File: src/hdl/hhcs_pkg.sv
`timescale 1ns / 1ps
`default_nettype none
package hhcs_pkg;

	localparam int ARMS          = 2;
	localparam int GAPS          = 5;
	localparam int PANELS        = 6;
	localparam int ORIENTS       = 2;
	localparam int VALUE_BINS    = 66;
	localparam int BINS_PER_HIST = VALUE_BINS + 1;
	localparam int COUNT_BITS    = 32;
	localparam int H_PER_GAP     = 16;
	localparam int V_PER_GAP     = 14;
	localparam int NO_EDGE       = 65;

	localparam int CHAINS_PER_ARM = GAPS * (H_PER_GAP + V_PER_GAP);
	localparam int BIN_DEPTH      = ARMS * GAPS * PANELS * ORIENTS * BINS_PER_HIST;
	localparam int CHAIN_DEPTH    = ARMS * CHAINS_PER_ARM;
	localparam int BIN_AW         = $clog2(BIN_DEPTH);
	localparam int CHAIN_AW       = $clog2(CHAIN_DEPTH);

	// first value of the second and third chain of a panel
	localparam int EDGE_A [ORIENTS][PANELS] = '{
		'{19, NO_EDGE, 19, 20, NO_EDGE, 20},
		'{22, NO_EDGE, 22, 22, NO_EDGE, 22}
	};
	localparam int EDGE_B [ORIENTS][PANELS] = '{
		'{39, 23, 39, 40, 23, 40},
		'{44, NO_EDGE, 44, 44, NO_EDGE, 44}
	};
	localparam int PANEL_BASE [ORIENTS][PANELS] = '{
		'{0, 3, 5, 8, 11, 13},
		'{0, 3, 4, 7, 10, 11}
	};
	localparam int PER_GAP [ORIENTS] = '{H_PER_GAP, V_PER_GAP};

	typedef enum logic [1:0] {
		ACT_HIT   = 2'd0,
		ACT_BIN   = 2'd1,
		ACT_CHAIN = 2'd2,
		ACT_NONE  = 2'd3
	} action_t;

	typedef logic [COUNT_BITS-1:0] count_t;

	typedef struct packed {
		logic [1:0] action;
		logic       arm;
		logic [2:0] gap;
		logic [2:0] panel;
		logic       orient;
		logic [6:0] pack_value;
		logic [6:0] bin_index;
		logic [6:0] chain_index;
	} item_t;

	typedef struct packed {
		logic [BIN_AW-1:0]   bin_addr;
		logic                bin_ok;
		logic [CHAIN_AW-1:0] chain_addr;
		logic                chain_ok;
	} slot_t;

endpackage
`default_nettype wire

File: src/hdl/hhcs_addr.sv
`timescale 1ns / 1ps
`default_nettype none
module hhcs_addr (
	input  wire hhcs_pkg::item_t item,
	output hhcs_pkg::slot_t      slot
);

	logic       addr_ok;
	logic [2:0] pnl;
	logic [6:0] bin_v;
	int         sub;
	int         idx;
	int         bin_lin;
	int         chain_lin;

	always_comb begin
		pnl = (int'(item.panel) < hhcs_pkg::PANELS) ? item.panel : 3'd0;
		addr_ok = (int'(item.arm) < hhcs_pkg::ARMS) && (int'(item.gap) < hhcs_pkg::GAPS)
			&& (int'(item.panel) < hhcs_pkg::PANELS);

		if (item.action == hhcs_pkg::ACT_HIT) begin
			bin_v = (int'(item.pack_value) < hhcs_pkg::VALUE_BINS) ? item.pack_value
				: 7'(hhcs_pkg::VALUE_BINS);
		end else begin
			bin_v = item.bin_index;
		end

		// which of the panel's chains covers the value
		sub = ((int'(item.pack_value) >= hhcs_pkg::EDGE_A[item.orient][pnl]) ? 1 : 0)
			+ ((int'(item.pack_value) >= hhcs_pkg::EDGE_B[item.orient][pnl]) ? 1 : 0);

		if (item.action == hhcs_pkg::ACT_HIT) begin
			idx = int'(item.gap) * hhcs_pkg::PER_GAP[item.orient]
				+ hhcs_pkg::PANEL_BASE[item.orient][pnl] + sub;
		end else begin
			idx = int'(item.chain_index);
		end

		bin_lin = (((int'(item.arm) * hhcs_pkg::GAPS + int'(item.gap)) * hhcs_pkg::PANELS
			+ int'(pnl)) * hhcs_pkg::ORIENTS + int'(item.orient)) * hhcs_pkg::BINS_PER_HIST
			+ int'(bin_v);
		chain_lin = int'(item.arm) * hhcs_pkg::CHAINS_PER_ARM
			+ int'(item.orient) * (hhcs_pkg::GAPS * hhcs_pkg::H_PER_GAP) + idx;

		slot.bin_addr   = hhcs_pkg::BIN_AW'(bin_lin);
		slot.chain_addr = hhcs_pkg::CHAIN_AW'(chain_lin);

		if (item.action == hhcs_pkg::ACT_HIT) begin
			slot.bin_ok   = addr_ok;
			slot.chain_ok = addr_ok && (int'(item.pack_value) < hhcs_pkg::VALUE_BINS - 1);
		end else begin
			slot.bin_ok   = addr_ok && (int'(item.bin_index) <= hhcs_pkg::VALUE_BINS);
			slot.chain_ok = (int'(item.arm) < hhcs_pkg::ARMS)
				&& (int'(item.chain_index) < hhcs_pkg::GAPS * hhcs_pkg::PER_GAP[item.orient]);
		end
	end

endmodule
`default_nettype wire

File: config.mk
export PLATFORM = sky130hd
export DESIGN_NAME = hhcs_addr
export DESIGN_NICKNAME = d
export VERILOG_FILES = /design/src/hdl/hhcs_pkg.sv /design/src/hdl/hhcs_addr.sv
export SDC_FILE = /design/constraint.sdc
export NUM_CORES = 1
export LEC_CHECK = 0
export BUFFER_PORTS_ARGS = -buffer_cell sky130_fd_sc_hd__buf_2
export CORE_ASPECT_RATIO = 1.25
export CORE_MARGIN = 5
export CORE_UTILIZATION = 29
export DETAILED_ROUTE_END_ITERATION = 8
export SETUP_SLACK_MARGIN = 0.1
export SYNTH_ARGS = -nofsm -noshare
export SYNTH_HDL_FRONTEND = slang
export SYNTH_SLANG_ARGS = --single-unit
File: constraint.sdc
create_clock -name vclk -period 21.3
set_input_delay 6.39 -clock vclk [all_inputs]
set_output_delay 6.39 -clock vclk [all_outputs]
set_load 0.02 [all_outputs]
==> results.md, run 1 <==
- Antenna violations before repair: 0
- Post-Syn Instances: 364
- Layout Cells excl Fill: 541
- Setup TNS: 0 ns
- Crit path max fanout: 16
- CTS resizes: 0
- CP Launch Point: item[21]
- Mapped Area: 2810 µm²
- Number of distinct library cells after synthesis: 40
- # port buffers: 55
- Hold-fix buffers, CTS: 0
- Vias in the first global route: 2561
- Vias per std cell: 4.65
- Dpl hpwl: 5720 µm
- IR drop worst, VDD: 0.0779 mV
- Slew Limit Fails: 0
- Core Area: 9560 µm²
- Rows: 40
- Initial core utilization: 0.294
- ANT cells: 0
- Routed wire length: 6350 µm
- Fill count: 1052
- Fin crit period: 18.23 ns
- Outcome: complete, no violations
- Post-place instance area: 3230 µm²
- Boundary Pins: 55
- HP Class: input pin to output port
- CP max-delay cell: fa_1
- Max-cap viol count: 0
- Sequential share of the synthesized area: 0
- DRC Markers: 0
- WP data required: 14.91 ns
- RSZ-0062 raised after global routing: no
- Largest net degree at the start of global routing: 17
- Syn Area/Cell: 7.73 µm²
- DIE AREA: 11800 µm²
- Worst hold slack: 13.10 ns
- Slew @ Worst Pin: 0.738 ns
- Die Wd: 98.1 µm
- Design area: 3230 µm²
- Clkbuf count: 0
- Startpoint Class: input pin
- CP top delay family: compound AO/OA/AOI/OAI gates
- DR iter-0 viols: 72
- Sequential cell count: 0
- Nets: 550
- Die H: 120 µm
- Gpl congestion: 0.846
- Total grt overflow: 0
- Peak Freq: 54.9 MHz
- Final hold vios: 0
- Global-route wire length before repair: 11100 µm
- DRT antenna net count: 0
- Post-CTS Setup Bufs: 0
- Share of post-route cells with drive strength above 1: 0.149
- Max-slew headroom: 0.506
- Leakage power total: 0.00185 µW
- Ys Warns: 0
- Final worst path period share: 0.856
- Drt pass-1 iters: 4
- Vias: 2513
- Worst path arrival time: 11.84 ns
- GRT Util Overall: 0.109
- Max incr delay on CP: 0.41 ns
- Area Overhead vs Synth: 15.0%
- Area occupied by multi-input gates: 2560 µm²
- WL per Instance: 11.7 µm
- Bufs and invs on worst path: 4
- CP most frequent cell: ha_1
- FF/Latch Area: 0 µm²
- Pwr Density: 112 nW/µm²
- Critical Path Stages: 26
- WS Path Type: input pin to output port
- Endpoints failing setup: 0
- Dpl cells: 541
- Crit path to: slot[9]
- Endpoint class of the critical path: output port
## cells in the mapped netlist (6+ instances only)
master,count,share of area
a21o_1,10,0.027
a21oi_1,19,0.034
clkbuf_1,6,0.0080
fa_1,16,0.11
ha_1,86,0.38
inv_1,60,0.080
nand2_1,44,0.059
nand2b_1,6,0.013
nor2_1,19,0.025
o21ai_0,20,0.036
xnor2_1,19,0.059
xor2_1,9,0.028
## area by class of cell
type               instances  share of cell area
repair buffers            56              0.0874
well taps                126              0.0487
inverters                 61              0.0708
multi-input cells        298               0.793
## routing by layer
layer / part of all wire / global-route usage
met2: 0.49 / 0.207
met1: 0.45 / 0.139
met3: 0.058 / 0.00814
met4: 0.0033 / 0.00433
met5: 0 / 0
## how the worst min path moves through the flow
stage / start / to / slack (ns) / cells past startpoint
after global routing: item[0] / slot[1] / 13.13 / 4
after global placement: item[0] / slot[1] / 13.09 / 4
after floorplan: item[0] / slot[1] / 12.95 / 2
final: item[0] / slot[1] / 13.10 / 4
after detailed placement: item[6] / slot[0] / 13.10 / 3
after CTS: item[6] / slot[0] / 13.10 / 3
## where the power goes
part / internal, µW / switching [µW]
registers: 0 / 0
clock network: 0 / 0
logic: 148 / 213
total: 148 / 213
## per-stage QoR
stage	util	setup slack, ns	power (µW)
after global routing	0.338	2.67	410
after detailed placement	0.338	3.01	364
after floorplan	-	3.51	276
after CTS	0.338	3.00	367
final	0.338	3.07	361
after global placement	0.338	3.18	357
## cell usage in the layout (no fill, tap or decap), types with 3 or more instances in the layout
| master | count |
|---|---|
| o21ai_0 | 20 |
| nand2_1 | 44 |
| a211o_1 | 5 |
| nand3b_1 | 5 |
| nor2_1 | 19 |
| o21a_1 | 4 |
| a31oi_1 | 5 |
| nand2b_1 | 6 |
| a21o_1 | 10 |
| xnor2_1 | 19 |
| o31a_1 | 3 |
| nor2b_1 | 3 |
| ha_1 | 86 |
| buf_2 | 55 |
| fa_1 | 16 |
| inv_1 | 60 |
| a21oi_1 | 19 |
| xor2_1 | 9 |
## cells by family after synthesis
family,Yosys count,share of synthesized area
adder cells (fa/ha/maj),102,0.496
AO/OA/AOI/OAI,76,0.176
AND/OR/NAND/NOR,88,0.142
other,1,0.00133
buffers and inverters,67,0.0894
multiplexers,2,0.00756
XOR/XNOR,28,0.0872
No activity file was read; power rests on OpenSTA's default activity.
==> run 2, diff against run 1 <==
- BUFFER_PORTS_ARGS: -buffer_cell sky130_fd_sc_hd__buf_2 -> -buffer_cell sky130_fd_sc_hd__buf_4
==> run 2 against run 1 <==
Effect of this change: global-route usage grew 0.15 points; count of clock-buffer cells in the layout did not move; power rose by 8.5%; largest cell class unchanged.
==> results.md, run 2 (same netlist as run 1, synthesis figures left out) <==
- Outcome: complete, no violations (unchanged)
- Crit path max fanout: 16 (unchanged)
- Layout Cells excl Fill: 541 (unchanged)
- Hold EP: slot[1] (unchanged)
- WS Path Type: input pin to output port (unchanged)
- CP top delay family: compound AO/OA/AOI/OAI gates (unchanged)
- GRT Util Overall: 0.110 (was 0.109)
- RSZ-0062 raised after global routing: no (unchanged)
- Sequential cell count: 0 (unchanged)
- Gpl congestion: 0.819 (was 0.846)
- Hold-fix buffers, CTS: 0 (unchanged)
- Slew Limit Fails: 0 (unchanged)
- HP Class: input pin to output port (unchanged)
- Dpl cells: 541 (unchanged)
- Pwr Density: 116 nW/µm² (was 112 nW/µm²)
- Fin crit period: 18.03 ns (was 18.23 ns)
- DR iter-0 viols: 72 (unchanged)
- Vias: 2517 (was 2513)
- IR drop worst, VDD: 0.0750 mV (was 0.0779 mV)
- Startpoint Class: input pin (unchanged)
- Rows: 40 (unchanged)
- CTS resizes: 0 (unchanged)
- WP data required: 14.91 ns (about the same)
- Post-CTS Setup Bufs: 0 (unchanged)
- CP max-delay cell: fa_1 (unchanged)
- Routed wire length: 6290 µm (was 6350 µm)
- Die H: 120 µm (unchanged)
- WL per Instance: 11.6 µm (was 11.7 µm)
- Clkbuf count: 0 (unchanged)
- Nets: 550 (unchanged)
- Endpoints failing setup: 0 (unchanged)
- Worst path arrival time: 11.64 ns (was 11.84 ns)
- Worst hold slack: 13.09 ns (was 13.10 ns)
- Antenna violations before repair: 0 (unchanged)
- # port buffers: 55 (unchanged)
- CP most frequent cell: ha_1 (unchanged)
- Most frequent cells in the layout: ha_1, inv_1, buf_4 (was ha_1, inv_1, buf_2)
- Boundary Pins: 55 (unchanged)
- Max-slew headroom: 0.487 (was 0.506)
- FF/Latch Area: 0 µm² (unchanged)
- Die Wd: 98.1 µm (unchanged)
- Final hold vios: 0 (unchanged)
- Dpl hpwl: 5680 µm (was 5720 µm)
- Vias per std cell: 4.65 (about the same)
- Worst hold path depth: 4 (unchanged)
- DRT antenna net count: 0 (unchanged)
- Total grt overflow: 0 (unchanged)
- Area Overhead vs Synth: 19.9% (was 15.0%)
- Global-route wire length before repair: 11300 µm (was 11100 µm)
- DIE AREA: 11800 µm² (unchanged)
- Initial core utilization: 0.294 (unchanged)
- Peak Freq: 55.5 MHz (was 54.9 MHz)
- DRC Markers: 0 (unchanged)
- Core Area: 9560 µm² (unchanged)
- Max-cap viol count: 0 (unchanged)
- Drt pass-1 iters: 4 (unchanged)
- Final worst path period share: 0.846 (was 0.856)
- Max incr delay on CP: 0.40 ns (was 0.41 ns)
- Largest net degree at the start of global routing: 17 (unchanged)
- Bufs and invs on worst path: 4 (unchanged)
- Vias in the first global route: 2611 (was 2561)
- Endpoint class of the critical path: output port (unchanged)
- Setup TNS: 0 ns (unchanged)
- Slew @ Worst Pin: 0.766 ns (was 0.738 ns)
- Most common cell after layout, fill and taps aside: ha_1 (unchanged)
- Min-delay src: item[0] (unchanged)
- Share of post-route cells with drive strength above 1: 0.149 (unchanged)
- Leakage power total: 0.00189 µW (was 0.00185 µW)
- ANT cells: 0 (unchanged)
[run 2: cell counts in the layout (fill, tap and decap cells not counted)]
No cell type changed its count.
[run 2: how the worst max path moves through the flow]
stage	from	endpoint	cells after the start
after floorplan	item[21]	slot[9]	25
after global placement	item[21]	slot[9]	26
after detailed placement	item[21]	slot[9]	26
after CTS	item[21]	slot[9]	26
after global routing	item[23]	slot[9]	28
final	item[21]	slot[9]	26
[run 2: through the flow]
step | total power, µW | cell area, µm² | setup slack (ns) | utilization
final | 392 | 3370 | 3.27 | 0.353
after global routing | 442 | 3370 | 2.88 | 0.353
after CTS | 398 | 3370 | 3.23 | 0.353
after detailed placement | 396 | 3370 | 3.24 | 0.353
after global placement | 389 | 3370 | 3.36 | 0.353
after floorplan | 276 | 2820 | 3.51 | -
[run 2: cell type report]
cell class                 count  area [µm²]
multi-input combinational    298        2560
tap                          126         158
inverter                      61         229
timing repair buffer          56         420
fill                         995        6190
[run 2: layer usage]
metal,up-vias,track usage,part of all wire
li1,1335,-,-
met1,1135,0.146,0.48
met2,47,0.211,0.49
met3,0,0.00174,0.027
met4,0,0,0
met5,-,0,0
[run 2: worst min-delay path, stage by stage]
cell and delay, ns:
buf_4 0.08, nand2_1 0.04, nand2_1 0.06, buf_4 0.13
[run 2: where the power goes]
group	internal, µW	switching (µW)	total (µW)
combinational	177	215	392
clock	0	0	0
sequential	0	0	0
